<file path="config.mk">
export PLATFORM = sky130hd
export DESIGN_NAME = paged_bump_allocator_flat
export DESIGN_NICKNAME = d
export VERILOG_FILES = /design/src/pba_pkg.sv /design/src/pba_ifs.sv /design/src/pba_ctrl.sv /design/src/pba_dp.sv /design/src/paged_bump_allocator.sv /design/src/flat_wrapper.sv
export SDC_FILE = /design/constraint.sdc
export NUM_CORES = 1
export LEC_CHECK = 0
export BUFFER_PORTS_ARGS = -buffer_cell sky130_fd_sc_hd__buf_4
export CORE_MARGIN = 2
export CORE_UTILIZATION = 48
export DETAILED_ROUTE_END_ITERATION = 10
export GPL_ROUTABILITY_DRIVEN = 0
export SYNTH_ARGS = -nofsm -noshare
export SYNTH_HDL_FRONTEND = slang
export SYNTH_SLANG_ARGS = --single-unit
</file>
<file path="constraint.sdc">
create_clock -name clk -period 10 [get_ports clk]
set_input_delay 1 -clock clk [delete_from_list [all_inputs] [get_ports clk]]
set_output_delay 1 -clock clk [all_outputs]
set_load 0.01 [all_outputs]
</file>
<file path="src/pba_pkg.sv">
// Shared types and constants for the paged bump allocator.
// Used by the controller, datapath and top level; no dependencies.
package pba_pkg;

  localparam int          MAX_PAGES_DEF = 8;
  localparam logic [31:0] DEF_PAGE_SIZE = 32'h0001_0000;
  localparam int          PIDX_W        = 3;

  localparam logic CMD_ALLOC   = 1'b0;
  localparam logic CMD_DISCARD = 1'b1;

  typedef enum logic [3:0] {
    ST_IDLE = 4'b0001,
    ST_SCAN = 4'b0010,
    ST_GROW = 4'b0100,
    ST_DONE = 4'b1000
  } state_t;

  // controller -> datapath
  typedef struct packed {
    logic take;
    logic scan_next;
    logic grow_step;
    logic commit_hit;
    logic commit_new;
    logic commit_fail;
    logic commit_discard;
    logic out_valid;
  } ctrl_cmd_t;

  // datapath -> controller
  typedef struct packed {
    logic in_valid;
    logic in_discard;
    logic piu_zero;
    logic fit;
    logic last;
    logic full;
    logic grow_done;
    logic out_ready;
  } dp_stat_t;

  // Alignment rounded down to its highest set bit, minus one; zero gives zero.
  function automatic logic [15:0] align_mask(logic [16:0] a);
    logic [15:0] m;
    m = '0;
    for (int i = 1; i < 17; i++) begin
      if (a[i]) m = 16'((17'd1 << i) - 17'd1);
    end
    return m;
  endfunction

endpackage

</file>
<file path="src/pba_ifs.sv">
// Channel interfaces for the paged bump allocator: request, result, config.
// Depends on nothing.
interface pba_in_if;
  logic        valid;
  logic        ready;
  logic        command;
  logic [31:0] size;
  logic [16:0] alignment;
  modport source (output valid, command, size, alignment, input ready);
  modport sink   (input valid, command, size, alignment, output ready);
endinterface

interface pba_out_if;
  logic        valid;
  logic        ready;
  logic        ok;
  logic [2:0]  page_index;
  logic [31:0] offset;
  logic        new_page;
  modport source (output valid, ok, page_index, offset, new_page, input ready);
  modport sink   (input valid, ok, page_index, offset, new_page, output ready);
endinterface

interface pba_cfg_if;
  logic        valid;
  logic        ready;
  logic [31:0] default_page_size;
  modport source (output valid, default_page_size, input ready);
  modport sink   (input valid, default_page_size, output ready);
endinterface

</file>
<file path="src/pba_ctrl.sv">
// Sequencing state machine for the paged bump allocator.
// Depends on pba_pkg; talks to pba_dp only through command/status structs.
module pba_ctrl (
  input  logic              clk,
  input  logic              rst_n,
  input  pba_pkg::dp_stat_t stat,
  output pba_pkg::ctrl_cmd_t cmd
);

  pba_pkg::state_t state_r, state_nxt;

  always_comb begin
    cmd       = '0;
    state_nxt = state_r;
    case (state_r)
      pba_pkg::ST_IDLE: begin
        cmd.take = 1'b1;
        if (stat.in_valid) begin
          if (stat.in_discard) begin
            cmd.commit_discard = 1'b1;
            state_nxt          = pba_pkg::ST_DONE;
          end else if (stat.piu_zero) begin
            state_nxt = pba_pkg::ST_GROW;
          end else begin
            state_nxt = pba_pkg::ST_SCAN;
          end
        end
      end
      pba_pkg::ST_SCAN: begin
        if (stat.fit) begin
          cmd.commit_hit = 1'b1;
          state_nxt      = pba_pkg::ST_DONE;
        end else if (stat.last) begin
          if (stat.full) begin
            cmd.commit_fail = 1'b1;
            state_nxt       = pba_pkg::ST_DONE;
          end else begin
            state_nxt = pba_pkg::ST_GROW;
          end
        end else begin
          cmd.scan_next = 1'b1;
        end
      end
      pba_pkg::ST_GROW: begin
        if (stat.grow_done) begin
          cmd.commit_new = 1'b1;
          state_nxt      = pba_pkg::ST_DONE;
        end else begin
          cmd.grow_step = 1'b1;
        end
      end
      pba_pkg::ST_DONE: begin
        cmd.out_valid = 1'b1;
        if (stat.out_ready) state_nxt = pba_pkg::ST_IDLE;
      end
      default: state_nxt = pba_pkg::ST_IDLE;
    endcase
  end

  always_ff @(posedge clk) begin
    if (!rst_n) begin
      state_r <= pba_pkg::ST_IDLE;
    end else begin
      state_r <= state_nxt;
    end
  end

endmodule

</file>
<file path="src/pba_dp.sv">
// Datapath: page table memories, scan index, page-size doubler, result regs.
// Depends on pba_pkg and the channel interfaces in pba_ifs.
module pba_dp #(
  parameter int MAX_PAGES = pba_pkg::MAX_PAGES_DEF
) (
  input  logic               clk,
  input  logic               rst_n,
  pba_in_if.sink             in_ch,
  pba_out_if.source          out_ch,
  pba_cfg_if.sink            cfg_ch,
  input  pba_pkg::ctrl_cmd_t cmd,
  output pba_pkg::dp_stat_t  stat
);

  localparam int IDXW = (MAX_PAGES > 1) ? $clog2(MAX_PAGES) : 1;
  localparam int PIUW = $clog2(MAX_PAGES + 1);
  localparam int OW   = pba_pkg::PIDX_W;

  logic [32:0] bytes_mem [MAX_PAGES];
  logic [32:0] fill_mem  [MAX_PAGES];

  logic [31:0]     dps_r;
  logic [PIUW-1:0] piu_r;
  logic [IDXW-1:0] idx_r;
  logic [31:0]     size_r;
  logic [15:0]     mask_r;
  logic [32:0]     psize_r;
  logic [32:0]     rd_bytes_r, rd_fill_r;

  logic          ok_r, np_r;
  logic [OW-1:0] pidx_r;
  logic [31:0]   off_r;

  logic            accept;
  logic [IDXW-1:0] rd_addr;
  logic [IDXW-1:0] new_addr;
  logic [33:0]     aligned;
  logic [32:0]     end_off;
  logic [32:0]     dps_eff;

  assign accept   = cmd.take & in_ch.valid;
  assign new_addr = piu_r[IDXW-1:0];
  assign dps_eff  = (dps_r == 32'd0) ? 33'd1 : {1'b0, dps_r};

  // round the fill up to the alignment, then check the region end
  assign aligned = ({1'b0, rd_fill_r} + {18'd0, mask_r}) & ~{18'd0, mask_r};
  assign end_off = {1'b0, aligned[31:0]} + {1'b0, size_r};

  assign in_ch.ready  = cmd.take;
  assign cfg_ch.ready = 1'b1;

  assign stat.in_valid   = in_ch.valid;
  assign stat.in_discard = (in_ch.command == pba_pkg::CMD_DISCARD);
  assign stat.piu_zero   = (piu_r == '0);
  assign stat.fit        = (aligned[33:32] == 2'b00) && (end_off <= rd_bytes_r);
  assign stat.last       = ((PIUW'(idx_r) + PIUW'(1)) == piu_r);
  assign stat.full       = (piu_r == PIUW'(MAX_PAGES));
  assign stat.grow_done  = (psize_r >= {1'b0, size_r});
  assign stat.out_ready  = out_ch.ready;

  assign out_ch.valid      = cmd.out_valid;
  assign out_ch.ok         = ok_r;
  assign out_ch.page_index = pidx_r;
  assign out_ch.offset     = off_r;
  assign out_ch.new_page   = np_r;

  always_comb begin
    if (cmd.scan_next)  rd_addr = IDXW'(idx_r + IDXW'(1));
    else if (cmd.take)  rd_addr = '0;
    else                rd_addr = idx_r;
  end

  // page table: one write and one registered read per cycle
  always_ff @(posedge clk) begin
    rd_bytes_r <= bytes_mem[rd_addr];
    rd_fill_r  <= fill_mem[rd_addr];
    if (cmd.commit_new) begin
      bytes_mem[new_addr] <= psize_r;
    end
    if (cmd.commit_hit) begin
      fill_mem[idx_r] <= {1'b0, end_off[31:0]} | {end_off[32], 32'd0};
    end else if (cmd.commit_new) begin
      fill_mem[new_addr] <= {1'b0, size_r};
    end else if (cmd.commit_discard && (piu_r != '0)) begin
      fill_mem[0] <= '0;
    end
  end

  // control state
  always_ff @(posedge clk) begin
    if (!rst_n) begin
      piu_r <= '0;
      dps_r <= pba_pkg::DEF_PAGE_SIZE;
    end else begin
      if (cfg_ch.valid) dps_r <= cfg_ch.default_page_size;
      if (cmd.commit_new) begin
        piu_r <= PIUW'(piu_r + PIUW'(1));
      end else if (cmd.commit_discard && (piu_r != '0)) begin
        piu_r <= PIUW'(1);
      end
    end
  end

  // request and result registers
  always_ff @(posedge clk) begin
    if (accept) begin
      size_r  <= in_ch.size;
      mask_r  <= pba_pkg::align_mask(in_ch.alignment);
      idx_r   <= '0;
      psize_r <= dps_eff;
    end else begin
      if (cmd.scan_next) idx_r <= IDXW'(idx_r + IDXW'(1));
      if (cmd.grow_step) psize_r <= {psize_r[31:0], 1'b0};
    end

    if (cmd.commit_hit) begin
      ok_r   <= 1'b1;
      pidx_r <= OW'(idx_r);
      off_r  <= aligned[31:0];
      np_r   <= 1'b0;
    end else if (cmd.commit_new) begin
      ok_r   <= 1'b1;
      pidx_r <= OW'(piu_r);
      off_r  <= '0;
      np_r   <= 1'b1;
    end else if (cmd.commit_fail || cmd.commit_discard) begin
      ok_r   <= cmd.commit_discard;
      pidx_r <= '0;
      off_r  <= '0;
      np_r   <= 1'b0;
    end
  end

endmodule

</file>
<file path="src/paged_bump_allocator.sv">
// Top level of the paged bump allocator: controller plus datapath.
// Depends on pba_pkg, pba_ifs, pba_ctrl and pba_dp.
//
// Usage:
//   in_ch  - request items: command (allocate or discard), size, alignment.
//   out_ch - one result item per request: ok, page_index, offset, new_page.
//   cfg_ch - writes default_page_size; always ready, write only while idle.
// One request is in flight at a time. Sequence per item, from accept:
//   discard                : result valid in the cycle after accept.
//   allocate, page hit     : scan of k pages, k = pages visited (1..MAX_PAGES);
//                            the first-fit scan reads one page table entry
//                            per cycle.
//   allocate, new page     : scan of all pages in use, then d = number of
//                            doublings of the default page size (0..32), one
//                            per cycle in the size doubler, then the result.
//   allocate, table full   : scan of all MAX_PAGES pages, result has ok = 0.
// The result then waits in its register until out_ch.ready; in_ch.ready is
// low from accept until the result is taken and high again on the next cycle.
// Reset (rst_n low, synchronous) empties the page table (no pages in use)
// and loads the default page size with 64 KiB; no clearing pass is needed.
module paged_bump_allocator #(
  parameter int MAX_PAGES = pba_pkg::MAX_PAGES_DEF
) (
  input  logic      clk,
  input  logic      rst_n,
  pba_in_if.sink    in_ch,
  pba_out_if.source out_ch,
  pba_cfg_if.sink   cfg_ch
);

  pba_pkg::ctrl_cmd_t cmd;
  pba_pkg::dp_stat_t  stat;

  pba_ctrl u_ctrl (
    .clk   (clk),
    .rst_n (rst_n),
    .stat  (stat),
    .cmd   (cmd)
  );

  pba_dp #(
    .MAX_PAGES (MAX_PAGES)
  ) u_dp (
    .clk    (clk),
    .rst_n  (rst_n),
    .in_ch  (in_ch),
    .out_ch (out_ch),
    .cfg_ch (cfg_ch),
    .cmd    (cmd),
    .stat   (stat)
  );

endmodule
</file>
<file path="src/flat_wrapper.sv">
// flat-port wrapper written by rule: the top's interface ports become plain ports
module paged_bump_allocator_flat 
#(
  parameter int MAX_PAGES = pba_pkg::MAX_PAGES_DEF
)
  (clk, rst_n, in_ch_valid, in_ch_command, in_ch_size, in_ch_alignment, in_ch_ready, out_ch_valid, out_ch_ok, out_ch_page_index, out_ch_offset, out_ch_new_page, out_ch_ready, cfg_ch_valid, cfg_ch_default_page_size, cfg_ch_ready);
  pba_in_if in_ch_i ();
  pba_out_if out_ch_i ();
  pba_cfg_if cfg_ch_i ();
  input  logic clk;
  input  logic rst_n;
  input wire logic [$bits(in_ch_i.valid)-1:0] in_ch_valid;
  input wire logic [$bits(in_ch_i.command)-1:0] in_ch_command;
  input wire logic [$bits(in_ch_i.size)-1:0] in_ch_size;
  input wire logic [$bits(in_ch_i.alignment)-1:0] in_ch_alignment;
  output wire logic [$bits(in_ch_i.ready)-1:0] in_ch_ready;
  output wire logic [$bits(out_ch_i.valid)-1:0] out_ch_valid;
  output wire logic [$bits(out_ch_i.ok)-1:0] out_ch_ok;
  output wire logic [$bits(out_ch_i.page_index)-1:0] out_ch_page_index;
  output wire logic [$bits(out_ch_i.offset)-1:0] out_ch_offset;
  output wire logic [$bits(out_ch_i.new_page)-1:0] out_ch_new_page;
  input wire logic [$bits(out_ch_i.ready)-1:0] out_ch_ready;
  input wire logic [$bits(cfg_ch_i.valid)-1:0] cfg_ch_valid;
  input wire logic [$bits(cfg_ch_i.default_page_size)-1:0] cfg_ch_default_page_size;
  output wire logic [$bits(cfg_ch_i.ready)-1:0] cfg_ch_ready;
  assign in_ch_i.valid = in_ch_valid;
  assign in_ch_i.command = in_ch_command;
  assign in_ch_i.size = in_ch_size;
  assign in_ch_i.alignment = in_ch_alignment;
  assign in_ch_ready = in_ch_i.ready;
  assign out_ch_valid = out_ch_i.valid;
  assign out_ch_ok = out_ch_i.ok;
  assign out_ch_page_index = out_ch_i.page_index;
  assign out_ch_offset = out_ch_i.offset;
  assign out_ch_new_page = out_ch_i.new_page;
  assign out_ch_i.ready = out_ch_ready;
  assign cfg_ch_i.valid = cfg_ch_valid;
  assign cfg_ch_i.default_page_size = cfg_ch_default_page_size;
  assign cfg_ch_ready = cfg_ch_i.ready;
  paged_bump_allocator #(.MAX_PAGES(MAX_PAGES)) u_core (.clk(clk), .rst_n(rst_n), .in_ch(in_ch_i), .out_ch(out_ch_i), .cfg_ch(cfg_ch_i));
endmodule
</file>
==> flow_summary_export.csv, run 1 <==
group,metric,value,unit
route,met3_length,5414,um
clock_tree,clk_pin_slew,0.06,ns
clock_tree,cts-resized-gates,0,
grt,overflow,0,
yosys,synth_edf_count,644,
place,placed_cell_area,0.03587,mm2
die,die_h,268.3,um
grt,grt.total_usage,23.99,%
setup_path,cp_common_cell,"o21ai_0",
run_status,status,"finished clean",
setup_path,worst-path-max-fanout,103,
yosys,yosys-top-cells-count,"edfxtp_1, a211oi_1, a21boi_0",
die,die_x,268.3,um
route,postRouteAntennaNets,0,
clock_tree,htreeDepth,3,
die,start_util,48.73,%
cells_and_area,finish.instance_area,0.03848,mm2
clock_tree,clk_latency,0.64,ns
timing,tightestPinTransition,1.042,ns
yosys,synth_seq_area_share,64.29,%
setup_path,cp_slowest_cell,"o21ai_0",
timing,setup_viol,0,
cells_and_area,syn_to_final_growth,14.75,%
timing,relSlewSlack,30.26,%
power,p_per_area,194.0,mW/mm2
yosys,syn_avg_cell_area,13.68,um2
die,io_pins,127,
timing,tns,0,ns
clock_tree,cts_tree,"yes",
yosys,synth.distinct_cells,80,
power,p_leak,14.02,nW
clock_tree,clockBufferDepth,3,
yosys,synth.most_common_cell,"edfxtp_1",
yosys,ys_ff_latch,755,
route,drt_iter0_drc,1794,
timing,rsz0062_at_grt,"no",
timing,fin_crit_sh,91.32,%
die,core_area,0.06883,mm2
place,placed_cells,3423,
cells_and_area,fillers,5520,
place,io_buffers,124,
yosys,synthTopCellsByArea,"edfxtp_1, dfxtp_1, a211oi_1",
yosys,synthFlopType,"edfxtp_1",
yosys,syn_inst,2452,
setup_path,crit_type,"flop to flop",
yosys,synth_top_area_share,57.66,%
place,place_hpwl,53700,um
cells_and_area,drive_gt1_share,15.70,%
timing,clock_skew,0.02493,ns
yosys,synthesis.nets,2657,
setup_path,slowest_delay,0.47,ns
yosys,synth_top_cell_by_area,"edfxtp_1",
grt,grt_pass1_vias,20956,
timing,final-hold-violation-count,0,
flow_run,maxCapViolCount,0,
setup_path,startpoint_type,"flop",
route,wl_per_cell,24.05,um
timing,fin_crit,9.132,ns
route,route.vias.total,20939,
setup_path,cp.arrival,9.63,ns
route,wl_met2,39850,um
timing,fmax,109.5,MHz
route,met1_length,38440,um
route,wirelength,85950,um
cells_and_area,finalNetCount,2780,
cells_and_area,instances_no_fill,3574,
route,dr.pass1.iters,5,
grt,grt_max_degree,104,
cells_and_area,final_util,55.92,%
clock_tree,cts_setup_buffers,0,
setup_path,critPathCaptureType,"flop",
setup_path,required,10.50,ns
route,drt-vias-per-instance,5.859,
power,ir_drop,0.1842,mV
grt,grt_pass1_wl,128700,um
clock_tree,hold_buffers,0,
clock_tree,cts_made_buffers,81,
route,maxUsedRoutingLayer,"met4",
route,drc_errors,0,
yosys,synth_area,0.03354,mm2
hold_path,hp-class,"flop to flop",
yosys,ys_warn_count,0,
yosys,async_flop_share,0,%
die,rows,96,
timing,maxSlewViolCount,0,
die,dieArea,0.07200,mm2
cells_and_area,diodes,0,
clock_tree,clock_sinks,755,
grt,antenna_found_initial,1,
clock_tree,cts-root-buf,"clkbuf_16",
## cell usage in the layout (no fill, tap or decap), drive strengths merged, types with 6 or more instances in the layout
master / count
or2: 8
or3: 13
edfxtp: 644
a211oi: 211
nor3: 33
a31oi: 10
ha: 116
mux2i: 103
o21a: 6
nand3: 22
o21ai: 39
nor4: 14
nand2: 199
and2: 24
clkinv: 25
a21o: 37
dfxtp: 111
nor2: 55
a21oi: 91
bufinv: 6
buf: 185
nand4: 22
inv: 97
a21boi: 201
xnor2: 41
and3: 21
nor2b: 43
xor2: 16
clkbuf: 114
a2111oi: 69
## critical path: cells and delay by family (launching register included)
family / cells / cell delay (ns)
AOI/OAI and AO/OA: 23 / 5.67
adders and majority gates: 3 / 1.07
buffers and inverters: 3 / 0.78
and+or+nand+nor: 5 / 0.73
DFF: 1 / 0.43
xor gates and xnor gates: 1 / 0.17
## final cells by class
type | instances | area, um2 | share of cell area (%)
Sequential cell | 755 | 21560 | 56.02
Tap cell | 931 | 1165 | 3.027
Inverter | 94 | 354.1 | 0.9201
Timing Repair Buffer | 185 | 1689 | 4.389
Clock buffer | 114 | 2222 | 5.774
Multi-Input combinational cell | 1458 | 11100 | 28.84
Clock inverter | 37 | 394.1 | 1.024
## kinds of logic after synthesis
group / Yosys count / share of synthesized area [%]
muxes: 104 / 3.108
adders and majority gates: 118 / 4.447
other: 1 / 0.01118
DFF: 755 / 64.29
and+or+nand+nor: 472 / 6.891
AOI/OAI and AO/OA: 706 / 16.62
buffers and inverters: 239 / 3.145
xor gates and xnor gates: 57 / 1.489
## per-layer routing
layer  global-route usage, %  vias up
met4                   7.943        0
li1                        -     9701
met3                   3.784      126
met5                       0        -
met2                   38.33      655
met1                   33.67    10457
## flip-flops by register name, summed over array words and instances, names as in the netlist
name / flops
u_core.u_dp.size_r: 32
u_core.u_dp.out_ch.page_index: 3
u_core.u_dp.rd_bytes_r: 33
u_core.u_dp.piu_r: 4
u_core.u_dp.rd_fill_r: 33
u_core.u_dp.dps_r: 32
u_core.u_dp.out_ch.new_page: 1
u_core.u_dp.out_ch.offset: 32
u_core.u_dp.psize_r: 33
u_core.u_dp.idx_r: 3
u_core.u_dp.out_ch.ok: 1
u_core.u_dp.mask_r: 16
u_core.u_ctrl.state_r: 4
u_core.u_dp.bytes_mem: 264
u_core.u_dp.fill_mem: 264
## path summary, 6_finish.rpt
kind	cells after the start	startpoint	endpoint	slack [ns]
max	35	u_core.u_dp.mask_r[2]$_SDFFCE_PP1P_	u_core.u_dp.rd_fill_r[20]$_DFF_P_	0.87
min	2	u_core.u_dp.out_ch.new_page$_SDFFE_PP0P_	u_core.u_dp.out_ch.new_page$_SDFFE_PP0P_	0.53
max reg2reg	35	u_core.u_dp.mask_r[2]$_SDFFCE_PP1P_	u_core.u_dp.rd_fill_r[20]$_DFF_P_	0.87
min reg2reg	2	u_core.u_dp.out_ch.new_page$_SDFFE_PP0P_	u_core.u_dp.out_ch.new_page$_SDFFE_PP0P_	0.53
## where the power goes
part           total [mW]  switching, mW  internal (mW)
Clock                2.95           1.24           1.72
Combinational       0.726          0.465          0.261
Sequential           3.78          0.134           3.65
Total                7.46           1.83           5.63
## stage by stage
stage	worst slack, ns	power (mW)	hold WS [ns]
finish	0.8681	7.464	0.5322
global route	0.2431	7.736	0.5241
CTS	0.9453	7.507	0.5139
detailed placement	1.002	4.570	0.5042
global placement	1.184	4.537	0.5196
floorplan	0.8323	4.250	0.4650
No activity file was read; power rests on OpenSTA's default activity.
==> run 2, diff against run 1 <==
--- a/config.mk
+++ b/config.mk
@@ -6,6 +6,7 @@
 export NUM_CORES = 1
 export LEC_CHECK = 0
 export BUFFER_PORTS_ARGS = -buffer_cell sky130_fd_sc_hd__buf_4
+export CORE_ASPECT_RATIO = 0.7
 export CORE_MARGIN = 2
 export CORE_UTILIZATION = 48
 export DETAILED_ROUTE_END_ITERATION = 10
==> run 2 against run 1 <==
Register-to-register slack lost 0.19 ns. Combinational power grew 1%. Design area shrank 0.59%. Die area is essentially flat. Via count grew 0.14%. Sequential share of layout area grew 0.33 points. Critical path type unchanged. Largest power group unchanged.
==> flow_summary_export.csv, run 2 (synthesis results as in run 1) <==
group,metric,value,unit
run_status,status,"finished clean",
setup_path,required,10.44,ns
cells_and_area,finish.instance_area,0.03826,mm2
setup_path,crit_family,"compound AO/OA/AOI/OAI gates",
clock_tree,cts_made_buffers,75,
route,wirelength,85740,um
setup_path,r2r-end,"u_core.u_dp.rd_fill_r[0]$_DFF_P_",
cells_and_area,drive_gt1_share,15.10,%
place,place_hpwl,53550,um
hold_path,hp-class,"flop to flop",
grt,grt_max_degree,128,
route,route.vias.total,20969,
timing,fmax,107.3,MHz
timing,clock_skew,0.02165,ns
timing,final-hold-violation-count,0,
route,drt-vias-per-instance,5.930,
route,drc_errors,0,
cells_and_area,top_regs,"u_core.u_dp.bytes_mem: 264 flops, u_core.u_dp.fill_mem: 264 flops",
setup_path,cp.depth,34,
timing,fin_crit_sh,93.18,%
setup_path,critPathLaunch,"u_core.u_dp.mask_r[0]$_SDFFCE_PP1P_",
setup_path,cp.arrival,9.76,ns
timing,tns,0,ns
timing,maxSlewViolCount,0,
flow_run,maxCapViolCount,0,
grt,grt.total_usage,23.89,%
setup_path,worst-path-max-fanout,23,
setup_path,cp_num_buf_inv,3,
die,io_pins,127,
clock_tree,htreeDepth,3,
power,ir_drop,0.1296,mV
cells_and_area,finalNetCount,2768,
setup_path,setup.worst_path.end,"u_core.u_dp.rd_fill_r[0]$_DFF_P_",
grt,grt_pass1_vias,20636,
die,rows,81,
clock_tree,cts_setup_buffers,0,
setup_path,startpoint_type,"flop",
cells_and_area,fillers,5680,
die,start_util,48.24,%
route,dr.pass1.iters,5,
cells_and_area,syn_to_final_growth,14.08,%
die,die_h,225.2,um
grt,antenna_found_initial,3,
setup_path,rr_worst_depth,34,
setup_path,cp_slowest_cell,"a2111oi_2",
die,die_x,319.9,um
clock_tree,cts_tree,"yes",
setup_path,critPathCaptureType,"flop",
place,placed_cell_area,0.03584,mm2
cells_and_area,final_common_cell,"edfxtp_1",
route,postRouteAntennaNets,0,
setup_path,cp_common_cell,"o21ai_0",
clock_tree,clock_sinks,755,
power,p_per_area,190.7,mW/mm2
grt,overflow,0,
clock_tree,clk_latency,0.62,ns
setup_path,r2r-start,"u_core.u_dp.mask_r[0]$_SDFFCE_PP1P_",
clock_tree,cts-root-buf,"clkbuf_16",
setup_path,crit_type,"flop to flop",
setup_path,r2r_setup_slack,0.68,ns
clock_tree,clk_pin_slew,0.06,ns
timing,rsz0062_at_grt,"no",
die,core_area,0.06952,mm2
timing,setup_viol,0,
grt,grt_pass1_wl,128600,um
power,p_leak,13.90,nW
place,io_buffers,124,
timing,tightestPinTransition,1.234,ns
clock_tree,clockBufferDepth,3,
die,dieArea,0.07204,mm2
cells_and_area,layout_common_cells,"edfxtp_1, a211oi_1, a21boi_0",
route,wl_per_cell,24.25,um
route,drt_iter0_drc,1908,
setup_path,slowest_delay,0.54,ns
timing,fin_crit,9.318,ns
timing,relSlewSlack,17.27,%
==> run 2: cell type report <==
type	instances	area, um2	share of cell area [%]
sequential	755	21560	56.35
multi-input combinational	1458	11100	29.01
clock buffer	112	2128	5.563
timing repair buffer	179	1685	4.405
tap	913	1142	2.986
inverter	94	354.1	0.9255
clock inverter	24	285.3	0.7456
antenna	1	2.502	0.006541
==> run 2: power by group <==
part,internal [mW],switching (mW)
combinational,0.261,0.473
clock,1.63,1.16
sequential,3.65,0.125
==> run 2: metrics by stage <==
stage	std cells	hold WS, ns	power, mW	setup WS [ns]	utilization, %
after detailed placement	3399	0.4714	4.572	0.9328	51.55
after floorplan	2452	0.4650	4.250	0.8323	-
final	3536	0.4839	7.296	0.6819	55.03
after CTS	3535	0.4800	7.351	0.8811	55.02
after global routing	3535	0.5055	7.567	0.05471	55.03
after global placement	3399	0.4634	4.542	1.057	51.55
==> run 2: what timing repair did <==
action,4_1_cts,5_1_grt
endpoints found under the setup margin,0,3
endpoints found under the hold margin,0,0
hold buffers,0,0
gates resized for setup,0,1
==> run 2: worst min path at each step <==
stage                                             startpoint                                  endpoint  cells past startpoint
CTS                 u_core.u_dp.out_ch.new_page$_SDFFE_PP0P_  u_core.u_dp.out_ch.new_page$_SDFFE_PP0P_                      2
floorplan                 u_core.u_dp.dps_r[16]$_SDFFE_PN1P_        u_core.u_dp.dps_r[16]$_SDFFE_PN1P_                      2
global route        u_core.u_dp.out_ch.new_page$_SDFFE_PP0P_  u_core.u_dp.out_ch.new_page$_SDFFE_PP0P_                      2
detailed placement  u_core.u_dp.out_ch.new_page$_SDFFE_PP0P_  u_core.u_dp.out_ch.new_page$_SDFFE_PP0P_                      2
finish              u_core.u_dp.out_ch.new_page$_SDFFE_PP0P_  u_core.u_dp.out_ch.new_page$_SDFFE_PP0P_                      2
global placement    u_core.u_dp.out_ch.new_page$_SDFFE_PP0P_  u_core.u_dp.out_ch.new_page$_SDFFE_PP0P_                      2
==> run 2: worst reg2reg max path: cells and delay by family (launching register included) <==
family / cells / cell delay (ns)
fa+ha+maj: 3 / 1.17
xor+xnor: 1 / 0.12
flops: 1 / 0.40
buf+inv: 3 / 0.67
simple gates: 7 / 1.53
compound gates: 20 / 5.26
==> run 2: routing by layer <==
layer | GRT usage [%] | vias to the layer above | part of all wire (%) | wire (um)
met5 | 0 | - | 0.014 | 12
met4 | 6.482 | 2 | 2.3 | 1948
met3 | 4.637 | 125 | 6.5 | 5564
met2 | 36.59 | 664 | 45 | 38240
met1 | 34.93 | 10507 | 47 | 39980
li1 | - | 9671 | - | -
